===== src/hw/rtl/gie_pkg.sv =====
`default_nettype none

package gie_pkg;

  // Field size and derived widths.
  localparam int FIELD_DEGREE = 10;
  localparam int POLY_W       = FIELD_DEGREE + 1;
  localparam int DEG_W        = $clog2(POLY_W);
  localparam int IN_TDATA_W   = ((FIELD_DEGREE + 7) / 8) * 8;
  localparam int OUT_TDATA_W  = ((FIELD_DEGREE + 7) / 8) * 8;

  // x^10 + x^3 + 1
  localparam logic [POLY_W-1:0] MODULUS_RESET = POLY_W'(11'd1033);

  // Microprogram addressing.
  localparam int PC_W = 2;
  typedef logic [PC_W-1:0] pc_t;

  localparam pc_t PC_WAIT = 2'd0;
  localparam pc_t PC_TEST = 2'd1;
  localparam pc_t PC_STEP = 2'd2;
  localparam pc_t PC_EMIT = 2'd3;

  typedef enum logic [1:0] {
    OP_NOP,
    OP_ACCEPT,
    OP_STEP,
    OP_EMIT
  } op_t;

  typedef enum logic [1:0] {
    COND_NO_INPUT,
    COND_R1_ZERO,
    COND_STEP_MORE,
    COND_OUT_BLOCKED
  } cond_t;

  // One control word: operation, jump condition, target when the
  // condition holds and successor when it does not.
  typedef struct packed {
    op_t   op;
    cond_t cond;
    pc_t   target;
    pc_t   next_pc;
  } uword_t;

  typedef struct packed {
    logic r1_zero;
    logic step_more;
  } dp_status_t;

  function automatic uword_t ucode_rom(pc_t pc);
    uword_t w;
    case (pc)
      PC_WAIT: w = '{op: OP_ACCEPT, cond: COND_NO_INPUT,    target: PC_WAIT, next_pc: PC_TEST};
      PC_TEST: w = '{op: OP_NOP,    cond: COND_R1_ZERO,     target: PC_EMIT, next_pc: PC_STEP};
      PC_STEP: w = '{op: OP_STEP,   cond: COND_STEP_MORE,   target: PC_STEP, next_pc: PC_EMIT};
      PC_EMIT: w = '{op: OP_EMIT,   cond: COND_OUT_BLOCKED, target: PC_EMIT, next_pc: PC_WAIT};
      default: w = '{op: OP_NOP,    cond: COND_NO_INPUT,    target: PC_WAIT, next_pc: PC_WAIT};
    endcase
    return w;
  endfunction

  // Position of the highest set bit; zero input gives zero.
  function automatic logic [DEG_W-1:0] lead_degree(logic [POLY_W-1:0] p);
    logic [DEG_W-1:0] d;
    d = '0;
    for (int i = 0; i < POLY_W; i++) begin
      if (p[i]) begin
        d = DEG_W'(i);
      end
    end
    return d;
  endfunction

endpackage

`default_nettype wire


===== src/hw/rtl/gie_sequencer.sv =====
`default_nettype none

module gie_sequencer (
  input  wire logic               clk,
  input  wire logic               rst,
  input  wire logic               in_valid,
  input  wire logic               out_blocked,
  input  wire gie_pkg::dp_status_t status,
  output gie_pkg::uword_t          uword
);

  gie_pkg::pc_t pc;
  gie_pkg::pc_t pc_next;
  logic         cond_true;

  assign uword = gie_pkg::ucode_rom(pc);

  always_comb begin
    case (uword.cond)
      gie_pkg::COND_NO_INPUT:    cond_true = !in_valid;
      gie_pkg::COND_R1_ZERO:     cond_true = status.r1_zero;
      gie_pkg::COND_STEP_MORE:   cond_true = status.step_more;
      gie_pkg::COND_OUT_BLOCKED: cond_true = out_blocked;
      default:                   cond_true = 1'b0;
    endcase
  end

  assign pc_next = cond_true ? uword.target : uword.next_pc;

  always_ff @(posedge clk) begin
    if (rst) begin
      pc <= gie_pkg::PC_WAIT;
    end else begin
      pc <= pc_next;
    end
  end

endmodule

`default_nettype wire


===== src/hw/rtl/gie_datapath.sv =====
`default_nettype none

module gie_datapath (
  input  wire logic                              clk,
  input  wire gie_pkg::op_t                      op,
  input  wire logic                              load,
  input  wire logic [gie_pkg::POLY_W-1:0]        modulus,
  input  wire logic [gie_pkg::FIELD_DEGREE-1:0]  operand,
  output gie_pkg::dp_status_t                    status,
  output logic                                   gcd_one,
  output logic [gie_pkg::FIELD_DEGREE-1:0]       cofactor
);

  // Remainder pair and the matching w cofactors, kept modulo x^M.
  logic [gie_pkg::POLY_W-1:0]       r0, r1;
  logic [gie_pkg::FIELD_DEGREE-1:0] w0, w1;

  logic [gie_pkg::DEG_W-1:0] deg0, deg1, shamt;
  logic                      r0_zero;
  logic                      do_swap;

  assign deg0    = gie_pkg::lead_degree(r0);
  assign deg1    = gie_pkg::lead_degree(r1);
  assign r0_zero = (r0 == '0);
  // When the older remainder drops below the newer one the division round
  // is over and the roles exchange.
  assign do_swap = r0_zero || (deg0 < deg1);
  assign shamt   = deg0 - deg1;

  assign status = '{r1_zero: (r1 == '0), step_more: !(do_swap && r0_zero)};

  assign gcd_one  = (r0 == gie_pkg::POLY_W'(1));
  assign cofactor = w0;

  always_ff @(posedge clk) begin
    if (op == gie_pkg::OP_ACCEPT && load) begin
      r0 <= modulus;
      r1 <= gie_pkg::POLY_W'(operand);
      w0 <= '0;
      w1 <= gie_pkg::FIELD_DEGREE'(1);
    end else if (op == gie_pkg::OP_STEP) begin
      if (do_swap) begin
        r0 <= r1;
        r1 <= r0;
        w0 <= w1;
        w1 <= w0;
      end else begin
        r0 <= r0 ^ (r1 << shamt);
        w0 <= w0 ^ (w1 << shamt);
      end
    end
  end

endmodule

`default_nettype wire


===== src/hw/rtl/gf2m_inverse_ext_euclid_core.sv =====
`default_nettype none

// Inverter for GF(2^M), M = 10, by the extended Euclidean algorithm.
//
// Channels: the slave stream takes one item per field element to invert
// (operand in s_axis_tdata). The master stream returns one item per input:
// the inverse in m_axis_tdata and, in m_axis_tuser, a flag that is set when
// the gcd with the modulus is 1. With the flag clear the inverse reads 0.
// The modulus polynomial sits in a register written through the cfg channel;
// cfg_ready is always high. Write it only while no item is in flight.
//
// Sequence: an item is accepted in the wait step and passes the test step,
// which goes straight to emit for a zero operand; then come the shift-reduce
// or swap steps of the remainder pair, then the emit step that loads the
// output register and waits there while it is blocked. All steps run on the
// single shared shift-reduce datapath walked by the microprogram.
//
// Reset (rst, synchronous) returns the sequencer to its wait step, empties
// the output register and loads the modulus x^10 + x^3 + 1. When the
// receiver stalls, a finished result waits in the output register; the
// block still accepts and works on the next item and holds it in the emit
// step until the register frees up.
module gf2m_inverse_ext_euclid_core (
  input  wire logic                               clk,
  input  wire logic                               rst,
  // Slave stream, tdata: operand [9:0], zeros above.
  input  wire logic                               s_axis_tvalid,
  output logic                                    s_axis_tready,
  input  wire logic [gie_pkg::IN_TDATA_W-1:0]     s_axis_tdata,
  // Master stream, tdata: inverse [9:0], zeros above.
  output logic                                    m_axis_tvalid,
  input  wire logic                               m_axis_tready,
  output logic [gie_pkg::OUT_TDATA_W-1:0]         m_axis_tdata,
  // tuser: has_inverse [0].
  output logic [0:0]                              m_axis_tuser,
  // Configuration write channel: modulus_poly.
  input  wire logic                               cfg_valid,
  output logic                                    cfg_ready,
  input  wire logic [gie_pkg::POLY_W-1:0]         cfg_data
);

  logic [gie_pkg::POLY_W-1:0]       modulus_poly;
  gie_pkg::uword_t                  uword;
  gie_pkg::dp_status_t              status;
  logic                             gcd_one;
  logic [gie_pkg::FIELD_DEGREE-1:0] cofactor;
  logic                             in_fire;
  logic                             out_blocked;
  logic                             out_load;
  logic [gie_pkg::FIELD_DEGREE-1:0] inverse;
  logic                             has_inverse;

  assign cfg_ready = 1'b1;

  always_ff @(posedge clk) begin
    if (rst) begin
      modulus_poly <= gie_pkg::MODULUS_RESET;
    end else if (cfg_valid && cfg_ready) begin
      modulus_poly <= cfg_data;
    end
  end

  // The input is open only in the wait step of the microprogram.
  assign s_axis_tready = (uword.op == gie_pkg::OP_ACCEPT);
  assign in_fire       = s_axis_tvalid && s_axis_tready;

  // The output register is full and the receiver is not taking it.
  assign out_blocked = m_axis_tvalid && !m_axis_tready;
  assign out_load    = (uword.op == gie_pkg::OP_EMIT) && !out_blocked;

  gie_sequencer u_seq (
    .clk        (clk),
    .rst        (rst),
    .in_valid   (s_axis_tvalid),
    .out_blocked(out_blocked),
    .status     (status),
    .uword      (uword)
  );

  gie_datapath u_dp (
    .clk     (clk),
    .op      (uword.op),
    .load    (in_fire),
    .modulus (modulus_poly),
    .operand (s_axis_tdata[gie_pkg::FIELD_DEGREE-1:0]),
    .status  (status),
    .gcd_one (gcd_one),
    .cofactor(cofactor)
  );

  // Output register: valid is control state, the payload needs no reset.
  always_ff @(posedge clk) begin
    if (rst) begin
      m_axis_tvalid <= 1'b0;
    end else if (out_load) begin
      m_axis_tvalid <= 1'b1;
    end else if (m_axis_tready) begin
      m_axis_tvalid <= 1'b0;
    end
  end

  always_ff @(posedge clk) begin
    if (out_load) begin
      has_inverse <= gcd_one;
      inverse     <= gcd_one ? cofactor : '0;
    end
  end

  assign m_axis_tdata = gie_pkg::OUT_TDATA_W'(inverse);
  assign m_axis_tuser = has_inverse;

  // One item at a time: right after an accept the input closes.
  a_one_in_flight: assert property (@(posedge clk) disable iff (rst)
    in_fire |=> !s_axis_tready)
    else $error("input accepted while an item is still in work");

  // A new result never overwrites one the receiver has not taken.
  a_no_overwrite: assert property (@(posedge clk) disable iff (rst)
    out_load |-> !(m_axis_tvalid && !m_axis_tready))
    else $error("result register overwritten while stalled");

  // Without an inverse the data field is zero.
  a_zero_when_none: assert property (@(posedge clk) disable iff (rst)
    (m_axis_tvalid && !m_axis_tuser[0]) |-> (m_axis_tdata == '0))
    else $error("nonzero inverse reported without an inverse");

  // Input and output never move in the same microprogram step.
  a_accept_emit_apart: assert property (@(posedge clk) disable iff (rst)
    in_fire |-> !out_load)
    else $error("accept and emit in one step");

endmodule

`default_nettype wire

===== config.mk =====
export PLATFORM = sky130hd
export DESIGN_NAME = gf2m_inverse_ext_euclid_core
export DESIGN_NICKNAME = d
export VERILOG_FILES = /design/src/hw/rtl/gie_pkg.sv /design/src/hw/rtl/gie_sequencer.sv /design/src/hw/rtl/gie_datapath.sv /design/src/hw/rtl/gf2m_inverse_ext_euclid_core.sv
export SDC_FILE = /design/constraint.sdc
export NUM_CORES = 1
export LEC_CHECK = 0
export BUFFER_PORTS_ARGS = -buffer_cell sky130_fd_sc_hd__buf_2
export CAP_MARGIN = 20
export CORE_UTILIZATION = 59
export DETAILED_ROUTE_END_ITERATION = 6
export PLACE_DENSITY = 0.92
export RECOVER_POWER = 100
export REMOVE_ABC_BUFFERS = 1
export SLEW_MARGIN = 10
export SYNTH_ARGS = -nofsm -noshare
export SYNTH_HDL_FRONTEND = slang
export SYNTH_HIERARCHICAL = 1
export SYNTH_SLANG_ARGS = --single-unit
export TNS_END_PERCENT = 1

===== constraint.sdc =====
create_clock -name clk -period 4.35 [get_ports clk]
set_input_delay 0.6525 -clock clk [delete_from_list [all_inputs] [get_ports clk]]
set_output_delay 0.6525 -clock clk [all_outputs]
set_load 0.05 [all_outputs]

# Word-level counts from Yosys, hierarchy flattened
# Index checks and enable logic that the tools add are counted.
[word_totals] in_bits=32 output_inout_bits=20 ff_bits=67 word_cells=77
[op_classes] n_shift=2 n_bitwise=2 n_eq_ne=10 n_lt_le_gt_ge=1 n_mux=32 n_addsub=1 reduce_logical=19
[ops] op="2-to-1 mux 10 bit" count=4
[ops] op="2-to-1 mux 11 bit" count=3
[ops] op="one-hot mux 8 bit (4 select lines)" count=1
[ops] op="2-to-1 mux 3 bit" count=8
[ops] op="2-to-1 mux 4 bit" count=6
[ops] op="logical NOT 11 bit" count=2
[ops] op="== test 2 bit, second input constant" count=6
[ops] op="== test 11 x 1 -> 1 bit, second input constant" count=1
[ops] op="<< shifter 11 x 4 -> 11 bit" count=1
[ops] op="bitwise XOR 11 bit" count=1
[ops] op="2-to-1 mux 2 bit" count=5
[ops] op="<< shifter 10 x 4 -> 10 bit" count=1
[ops] op="bitwise XOR 10 bit" count=1
[ops] op="== test 2 x 1 -> 1 bit, second input constant" count=3
[ops] op="nonzero test 2 bit" count=3
[ops] op="logical AND 1 bit" count=5
[ops] op="logical NOT 1 bit" count=4
[ops] op="logical NOT 2 bit" count=2
[ops] op="< comparator 4 bit" count=1
[ops] op="2-to-1 mux 1 bit" count=4
[ops] op="one-hot mux 1 bit (4 select lines)" count=1
[ops] op="AND reduction 2 bit" count=2
[ops] op="subtractor 4 bit" count=1
[ops] op="logical OR 1 bit" count=1

# Longest topological paths before layout
# Gate-level depths: netlist of run 1.
[depth] depth_word=16 ltp_mapped=17 mapped_depth_nobuf=14

# Hierarchy
# Netlist of run 1, hierarchy kept.
[modules_own_cells] mod="gie_datapath" seq_area_each_um2=1051.0 cells_each=380 n_inst=1 area_each_um2=3099.2
[modules_own_cells] mod="gf2m_inverse_ext_euclid_core" seq_area_each_um2=570.5 cells_each=73 n_inst=1 area_each_um2=903.4
[modules_own_cells] mod="gie_sequencer" seq_area_each_um2=40.0 cells_each=26 n_inst=1 area_each_um2=232.7

# Least setup slack after synthesis of run 1
# OpenSTA, ideal clock, no wires.
[synth_timing] kind="reg-to-reg" startpoint="register u_seq.pc[0]" endpoint="register u_dp/r1[0] in the netlist's numbering (enable)" period_less_slack_ns=3.213 path_buffers=3 path_slack_ns=1.137 stages_incl_launch_ff=13 required_time_ns=4.010 setup_ns=0.340 t_arrival_ns=2.873 path_cell_list="dfxtp_1 -> inv_1 -> ha_1 -> nor2_1 -> nor2_1 -> buf_4 -> nor2b_1 -> and2_1 -> nand2_1 -> or2_2 -> clkbuf_1 -> clkbuf_1 -> nand2_1"
[synth_lines] element="start, declared" line="gie_sequencer.sv:12" rtl="gie_pkg::pc_t pc;"
[synth_lines] element="start signal, assigned" line="gie_sequencer.sv:32" rtl="pc <= gie_pkg::PC_WAIT;"
[synth_lines] element="start signal, assigned" line="gie_sequencer.sv:34" rtl="pc <= pc_next;"
[synth_lines] element="end signal, assigned" line="gie_datapath.sv:38" rtl="r1 <= gie_pkg::POLY_W'(operand);"
[synth_lines] element="end signal, assigned" line="gie_datapath.sv:44" rtl="r1 <= r0;"
[synth_lines] element="end, declared" line="gie_datapath.sv:15" rtl="logic [gie_pkg::POLY_W-1:0] r0, r1;"

# Final worst setup path of run 1
[layout_timing] startpoint="register u_dp/r0[4] in the netlist's numbering" endpoint="register u_dp/r0[8] in the netlist's numbering, data pin"
[layout_between] elab_chain_len=13 elab_cells_between_ends=16 classes_between="1 x add/sub; 1 x order compare; 1 x shift; 10 x mux; 1 x bitwise; 2 x reduce/logical"
[layout_rtl] element="start, declared" line="gie_datapath.sv:15"
[layout_rtl] element="start signal, assigned" line="gie_datapath.sv:37" rtl="r0 <= modulus;"
[layout_rtl] element="start signal, assigned" line="gie_datapath.sv:43" rtl="r0 <= r1;"
[layout_rtl] element="start signal, assigned" line="gie_datapath.sv:48" rtl="r0 <= r0 ^ (r1 << shamt);"
[layout_rtl] element="2-to-1 mux 3 bit (4 in series)" line="gie_pkg.sv:69" rtl="if (p[i]) begin"
[layout_rtl] element="2-to-1 mux 4 bit (3 in series)" line="gie_pkg.sv:69"
[layout_rtl] element="subtractor 4 bit" line="gie_datapath.sv:28" rtl="assign shamt = deg0 - deg1;"
[layout_rtl] element="<< shifter 11 x 4 -> 11 bit" line="gie_datapath.sv:48"
[layout_rtl] element="bitwise XOR 11 bit" line="gie_datapath.sv:48"
[layout_rtl] element="2-to-1 mux 11 bit *" line="gie_datapath.sv:42" rtl="if (do_swap) begin"
[layout_rtl] element="2-to-1 mux 11 bit *" line="gie_datapath.sv:41" rtl="end else if (op == gie_pkg::OP_STEP) begin"
[layout_rtl] element="2-to-1 mux 11 bit *" line="gie_datapath.sv:36" rtl="if (op == gie_pkg::OP_ACCEPT && load) begin"
# Every way passes the cells marked *; elsewhere a longest branch is shown, timed or not. The select of a mux whose other input is x is not followed.
# A chain may end at the register's enable or synchronous reset.

==> results of run 1 <==
[critical path: stages (launching register included)]
cell and delay [ns]:
edfxtp_1 0.48, nor4_1 0.72, nor2_1 0.09, ha_1 0.41
and3b_1 0.23, o21ai_0 0.53, and2_0 0.54, o211a_1 0.28
mux2i_1 0.20, nand3_1 0.10
[layout make-up]
class	count	area [sq um]	area share
clock buffers	10	149	0.0324
well taps	96	120	0.0261
repair buffers	44	211	0.0459
multi-input cells	362	2320	0.503
inverters	19	71.3	0.0155
clock inverters	6	72.6	0.0158
flip-flops and latches	67	1660	0.361
[per-layer routing]
layer / up-vias / wire [um] / share of wire / GRT usage
met2: 166 / 5040 / 0.50 / 0.497
li1: 1736 / - / - / -
met1: 1716 / 4190 / 0.41 / 0.351
met3: 24 / 624 / 0.062 / 0.0581
met5: - / 0 / 0 / 0
met4: 0 / 263 / 0.026 / 0.126
[final timing paths]
| check | startpoint | end | slack, ns |
|---|---|---|---|
| worst max register to register | u_dp/r0[4]$_DFFE_PP_ | u_dp/r0[8]$_DFFE_PP_ | 0.52 |
| worst min-delay path | u_dp/cofactor[9]$_SDFFE_PP0P_ | u_dp/w1[9]$_SDFFE_PP0P_ | 0.48 |
| worst min register to register | u_dp/cofactor[9]$_SDFFE_PP0P_ | u_dp/w1[9]$_SDFFE_PP0P_ | 0.48 |
| worst max-delay path | u_dp/r0[4]$_DFFE_PP_ | u_dp/r0[8]$_DFFE_PP_ | 0.52 |
[cells in the final DEF (no fill, tap or decap), types with 4 or more instances in the layout]
cell type	count
nand3_1	10
a22o_1	4
buf_2	24
o22ai_1	6
a21o_1	4
buf_4	4
mux4_2	9
and3_1	6
mux2i_1	24
nor2b_1	6
inv_1	19
clkbuf_8	9
o31a_1	5
ha_1	11
and2_0	8
edfxtp_1	32
dfxtp_1	35
conb_1	7
xnor2_1	6
nor2_1	35
clkinv_4	4
nand2b_1	4
clkbuf_1	15
mux2_2	6
and2_1	5
nand2_1	92
o21ai_0	21
nor3_1	11
a21oi_1	34
[metrics by stage]
step | util | setup WS (ns)
after floorplan | - | 0.0667
after global placement | 0.643 | 0.944
after detailed placement | 0.643 | 0.889
after CTS | 0.675 | 0.833
after global routing | 0.670 | 0.377
final | 0.670 | 0.517
[state kept, by name (all words and copies together), names as in the netlist]
register	flops
u_dp/cofactor	10
u_dp/r0	11
u_seq/pc	2
m_axis_tuser	1
m_axis_tvalid	1
u_dp/w1	10
modulus_poly	11
inverse	10
u_dp/r1	11
==> run metrics, run 1 <==
status finished, violations left; failing checks capacitance limit, slew limit; TritonCTS clock tree done; Final setup viols 0; Hold Worst Slack 0.484 ns; initial antenna violation count 0; total track usage 0.289; Critical Path Sink Type flop; Hold Crit Class flop to flop; Post-DP Area around 0.0044 sq mm; # rows 30; vias per inst 6.03; CTS Buf Count 9; Detailed Place HPWL approximately 7000 um; Hold-fix buffers, CTS 0; root buffer cell clkbuf_8; cells after synthesis around 480; RSZ-0062 raised after global routing false; share of layout cells above drive strength 1 0.134; die area 0.00750 sq mm; TritonRoute pass-1 iters 5; global-route wire length before repair 16300 um; Port Buffers 38; DP Cell Count approximately 590; critical setup path kind flop to flop; Starting DRT DRC Count approximately 210; largest net degree at the start of global routing 39; core area a little under 0.007 sq mm; fillers 570; worst path arrival time 3.93 ns; CTS clk-pin slew, worst paths 0.09 ns; clk sink count between 60 and 70; max-cap violations 1; Die H 86.6 um; fmax about 260 MHz; Routed Antenna Nets 0; vias in the first global route roughly 3400; hold path depth 2; GR Overflow Total 0; Setup TNS 0 ns; critical path fanouts, max 9; gp weighted congestion about 0.96; Mean Syn Cell Area just under 9 sq um; Total Nets Final 547; initial core utilization 0.615; Slew @ Worst Pin approximately 1.7 ns; fin. max-slew vios 39; Slew HR -0.141; Final Hold Viols 0; WL per Instance roughly 17 um; Area growth syn-to-layout 9.01%; Antenna Diode Count 0; io pins 52; DR vias roughly 3600; drt total wl 10100 um; Max Buffers Root-to-Sink 2; synth warn 6; Worst setup SP type flop; Final period util 0.881; Non-Filler Instances 604; Setup Skew roughly 0.012 ns; Reg2Reg Depth 9; post_cts resized 0; mapped cell area roughly 0.0042 sq mm; DRC 0; Final Critical Period approximately 3.8 ns; post-CTS repair timing setup buffer count 0; chip width 86.6 um; Finished Cell Area approximately 0.0046 sq mm; WP data required around 4.4 ns; H-tree depth 3; Clock Latency Late Sink around 0.35 ns
Power of run 1 is not shown: default switching activity piles up to over one toggle a cycle in this logic, so the estimate is an artifact.
==> run 2: changes to the inputs <==
Settings changed: ABC_AREA from default to 1, CORE_UTILIZATION 59 to 61, CTS_BUF_LIST from default to sky130_fd_sc_hd__clkbuf_4, PLACE_DENSITY 0.92 to 0.94.
==> run metrics, run 2 <==
Final period util 0.848 (-0.0334); critical path endpoint u_dp/r1[0]$_DFFE_PP_; drt total wl 10500 um (+3.8%); post_cts resized 0 (unchanged); vias per inst 5.66 (-6.1%); DR vias 4443 (+22%); clk sink count 67 (unchanged); cells after synthesis 660 (+38%); critical path fanouts, max 16 (+7); CTS clk-pin slew, worst paths 0.12 ns (+0.03 ns); Final Critical Period 3.69 ns (-0.145 ns); Core Util, Final 0.670 (about the same); fillers 628 (+10%); WL per Instance 13.4 um (-20%); Final Hold Viols 0 (unchanged); most frequent cells in the layout nand2_1 (218), nand3_1 (93), nor2_1 (73); vias in the first global route 3882 (+14%); TritonRoute pass-1 iters 6 (+1); critical setup path kind flop to flop; Antenna Diode Count 0 (unchanged); Clock Latency Late Sink 0.42 ns (+0.07 ns); Hold Crit Class input port to flop; Reg2Reg Depth 13 (+4); root buffer cell clkbuf_4; Hold-fix buffers, CTS 0 (unchanged); Total Nets Final 728 (+33%); Multi-input gate area 0.00226 sq mm (-2.3%); initial antenna violation count 0 (unchanged); global-route wire length before repair 17900 um (+9.4%); largest net degree at the start of global routing 43 (+10%); Slew HR 0.348 (+0.489); Port Buffers 38 (unchanged); core area 0.00691 sq mm (+0.55%); Worst setup SP type flop; TritonCTS clock tree done; worst path arrival time 3.74 ns (-0.19 ns); Detailed Place HPWL 7610 um (+9.0%); Critical Path Sink Type flop; Die H 87.2 um (+0.70%); H-tree depth 3 (unchanged); Mean Syn Cell Area 6.71 sq um (-24%); status completed; WP data required 4.41 ns (-0.03 ns); max-cap violations 0 (-1); Setup Skew 0.0225 ns (+0.0106 ns); most common cell after layout, fill and taps aside nand2_1; Routed Antenna Nets 0 (unchanged); mapped cell area 0.00443 sq mm (+4.9%); gp weighted congestion 0.923 (-3.6%); io pins 52 (unchanged); # rows 30 (unchanged); Largest regs modulus_poly (11), u_dp/r0 (11), u_dp/r1 (11); Worst R2R Setup Slack 0.66 ns (+0.15 ns); initial core utilization 0.641 (+0.0266); fmax 271 MHz (+3.9%); fin. max-slew vios 0 (-100%); Starting DRT DRC Count 582 (+180%); share of layout cells above drive strength 1 0.0914 (-0.0424); reg2reg start u_dp/r1[2]$_DFFE_PP_; RSZ-0062 raised after global routing false; GR Overflow Total 0 (unchanged); CTS Buf Count 9 (unchanged); total track usage 0.303 (+0.0142); Setup TNS 0 ns (unchanged); post-CTS repair timing setup buffer count 0 (unchanged); CP Launch Point u_dp/r1[2]$_DFFE_PP_; die area 0.00760 sq mm (+1.4%); Final setup viols 0 (unchanged); Reg-to-Reg End u_dp/r1[0]$_DFFE_PP_; Area growth syn-to-layout 4.44%; synth warn 6 (unchanged); Slew @ Worst Pin 0.974 ns (-0.736 ns); DRC 0 (unchanged); register area 0.00166 sq mm (unchanged); Max Buffers Root-to-Sink 2 (unchanged); chip width 87.2 um (+0.70%)
[run 2: area by class of cell]
| class | count | share of cell area |
|---|---|---|
| Timing Repair Buffer | 42 | 0.0430 |
| Clock buffer | 11 | 0.0179 |
| Inverter | 70 | 0.0579 |
| Tap cell | 96 | 0.0260 |
| Sequential cell | 67 | 0.359 |
| Multi-Input combinational cell | 494 | 0.489 |
| Clock inverter | 5 | 0.00649 |
[run 2: stage by stage]
| stage | worst slack (ns) | hold WS, ns | cells | instance area, sq um |
|---|---|---|---|---|
| after detailed placement | 1.04 | 0.446 | 769 | 4550 |
| final | 0.663 | 0.433 | 785 | 4620 |
| after CTS | 0.988 | 0.420 | 785 | 4660 |
| after global placement | 1.06 | 0.439 | 769 | 4550 |
| after floorplan | 1.29 | 0.429 | 631 | 4210 |
| after global routing | 0.406 | 0.413 | 785 | 4620 |
[run 2: worst min-delay path by stage]
stage,from,endpoint,cells after the start
floorplan,modulus_poly[0]$_SDFFE_PP1P_,modulus_poly[0]$_SDFFE_PP1P_,2
global placement,modulus_poly[0]$_SDFFE_PP1P_,modulus_poly[0]$_SDFFE_PP1P_,2
detailed placement,modulus_poly[0]$_SDFFE_PP1P_,modulus_poly[0]$_SDFFE_PP1P_,2
CTS,rst,m_axis_tvalid$_SDFFE_PP0P_,2
global route,rst,u_seq/pc[1]$_SDFF_PP0_,2
finish,rst,m_axis_tvalid$_SDFFE_PP0P_,2
[run 2: critical path, cell delays in order (launching register included)]
cell and delay, ns:
edfxtp_1 0.48, o21ai_0 0.23, a21oi_1 0.08, o21ai_0 0.21, nand2_1 0.07, a21oi_1 0.16, ha_1 0.21, fa_1 0.19
inv_1 0.04, nand2_1 0.08, a21oi_1 0.11, o21ai_4 0.46, nand2_1 0.47, nand2_1 0.51
[run 2: metal layers]
metal,part of all wire,track usage,wire length (um)
met1,0.42,0.411,4410
met2,0.47,0.482,4910
met3,0.097,0.0654,1020
met4,0.016,0.101,163
met5,0,0,0
Power of run 2 is left out for the same reason.
==> run 3: changes to the inputs <==
Clock period 4.35 ns to 3.7 ns, I/O delays scaled along.
==> run metrics, run 3 (synthesis results as in run 2) <==
die area 0.00760 sq mm (unchanged); DRC 1 (+1); clk sink count 67 (unchanged); fin. max-slew vios 0 (unchanged); Largest regs modulus_poly (11), u_dp/r0 (11), u_dp/r1 (11); GR Overflow Total 0 (unchanged); Hold-fix buffers, CTS 0 (unchanged); Clock Latency Late Sink 0.42 ns (about the same); Setup Skew 0.0184 ns (-0.00402 ns); Finished Cell Area 0.00466 sq mm (+0.84%); post-CTS repair timing setup buffer count 0 (unchanged); chip width 87.2 um (unchanged); post_cts resized 0 (unchanged); fillers 627 (-0.16%); Final period util 0.933 (+0.0857); Port Buffers 38 (unchanged); Final Critical Period 3.45 ns (-0.234 ns); Setup TNS 0 ns (unchanged); TritonCTS clock tree done; Die H 87.2 um (unchanged); WL per Instance 13.9 um (+3.5%); Hold Crit Class input port to flop; status finished, violations left; # rows 30 (unchanged); register area 0.00166 sq mm (unchanged); WP data required 3.86 ns (-0.55 ns); Max Buffers Root-to-Sink 2 (unchanged); Worst R2R Setup Slack 0.25 ns (-0.42 ns); CTS Buf Count 9 (unchanged); Hold Path Origin rst; global-route wire length before repair 18200 um (+2.0%); core area 0.00691 sq mm (unchanged); Area growth syn-to-layout 5.31%; TritonRoute pass-1 iters 7 (+1); max-cap violations 0 (unchanged); DR vias 4459 (+0.36%); CP cell instances inv_1 -> o21ai_0 -> a21oi_1 -> o21ai_0 -> nand2_1 -> nand2_1 -> nand2_1 -> ha_1 -> fa_1 -> inv_2 -> nand3_1 -> nand2_1 -> nand2_1 -> nand3_1 -> nand2_1 -> nand2_1 -> o21ai_0 -> nand2_1; Slew HR 0.347 (-0.00127); Starting DRT DRC Count 609 (+4.6%); gp weighted congestion 0.925 (+0.25%); Antenna Diode Count 0 (unchanged); CTS clk-pin slew, worst paths 0.12 ns (about the same); Detailed Place HPWL 7860 um (+3.2%); Multi-input gate area 0.00228 sq mm (+0.83%); most frequent cells in the layout nand2_1 (216), nand3_1 (94), nor2_1 (72); reg2reg start u_dp/r0[1]$_DFFE_PP_; failing checks DRC; total track usage 0.308 (+0.00476); Critical Path Sink Type flop; Non-Filler Instances 786 (+0.13%); Final Hold Viols 0 (unchanged); DP Cell Count 770 (+0.13%); io pins 52 (unchanged); H-tree depth 3 (unchanged); worst path arrival time 3.61 ns (-0.13 ns); vias per inst 5.67 (+0.23%); Post-DP Area 0.00456 sq mm (+0.16%); hold path depth 2 (unchanged); Max stage delay on crit path 0.74 ns (+0.23 ns); largest net degree at the start of global routing 43 (unchanged); share of layout cells above drive strength 1 0.0957 (+0.00422); Worst setup SP type flop; vias in the first global route 4047 (+4.3%); Critical Path Most Common Cell nand2_1; critical setup path kind flop to flop; Reg-to-Reg End u_dp/r0[4]$_DFFE_PP_; Total Nets Final 729 (+0.14%); drt total wl 10900 um (+3.7%); fmax 290 MHz (+6.8%); initial antenna violation count 0 (unchanged); root buffer cell clkbuf_4; Slowest cell on crit path fa_1; Reg2Reg Depth 18 (+5); RSZ-0062 raised after global routing false; Slew @ Worst Pin 0.976 ns (+0.00190 ns); Hold Path Sink u_seq/pc[1]$_SDFF_PP0_; Routed Antenna Nets 0 (unchanged); critical path fanouts, max 17 (+1); initial core utilization 0.641 (unchanged); most common cell after layout, fill and taps aside nand2_1; Final setup viols 0 (unchanged)
==> run 3: cell types whose count changed in the layout (fill, tap and decap cells not counted), sizes merged <==
cell / delta
bufinv: +1
buf: -1
inv: +2
clkinv: -1
==> run 3: cell type report <==
class,instances,area share
clock buffers,9,0.0145
clock inverters,7,0.0142
inverters,70,0.0569
multi-input cells,494,0.489
flip-flops and latches,67,0.356
well taps,96,0.0258
repair buffers,43,0.0429
==> run 3: metrics by stage <==
stage,hold WS [ns],util,worst slack (ns)
6_report,0.332,0.675,0.247
5_1_grt,0.318,0.675,0.0332
4_1_cts,0.319,0.680,0.355
3_5_place_dp,0.455,0.660,0.381
3_3_place_gp,0.441,0.660,0.421
2_1_floorplan,0.429,-,0.639
==> run 3: layer usage <==
metal	track usage	vias up	wire [um]
met1	0.406	1988	4530
met3	0.0607	25	1080
met5	0	-	0
li1	-	2171	-
met4	0.119	0	170
met2	0.500	275	5110
==> run 3: worst max path at each step <==
stage                               startpoint              endpoint  slack [ns]  cells after the start
after floorplan           u_dp/r0[2]$_DFFE_PP_  u_dp/r0[6]$_DFFE_PP_        0.64                     17
after global placement    u_dp/r1[2]$_DFFE_PP_  u_dp/r1[0]$_DFFE_PP_        0.42                     13
after detailed placement  u_dp/r1[2]$_DFFE_PP_  u_dp/r1[1]$_DFFE_PP_        0.38                     13
after CTS                 u_dp/r1[2]$_DFFE_PP_  u_dp/r1[0]$_DFFE_PP_        0.36                     13
after global routing      u_dp/r0[1]$_DFFE_PP_  u_dp/r0[9]$_DFFE_PP_        0.03                     18
final                     u_dp/r0[1]$_DFFE_PP_  u_dp/r0[4]$_DFFE_PP_        0.25                     18
==> run 3: critical path, delay by kind of cell (launching register included) <==
family | cells | cell delay [ns]
adder cells (fa/ha/maj) | 2 | 0.96
buffers and inverters | 2 | 0.34
AO/OA/AOI/OAI | 4 | 0.67
AND/OR/NAND/NOR | 10 | 0.86
flip-flops | 1 | 0.38
Power of run 3 is left out for the same reason.
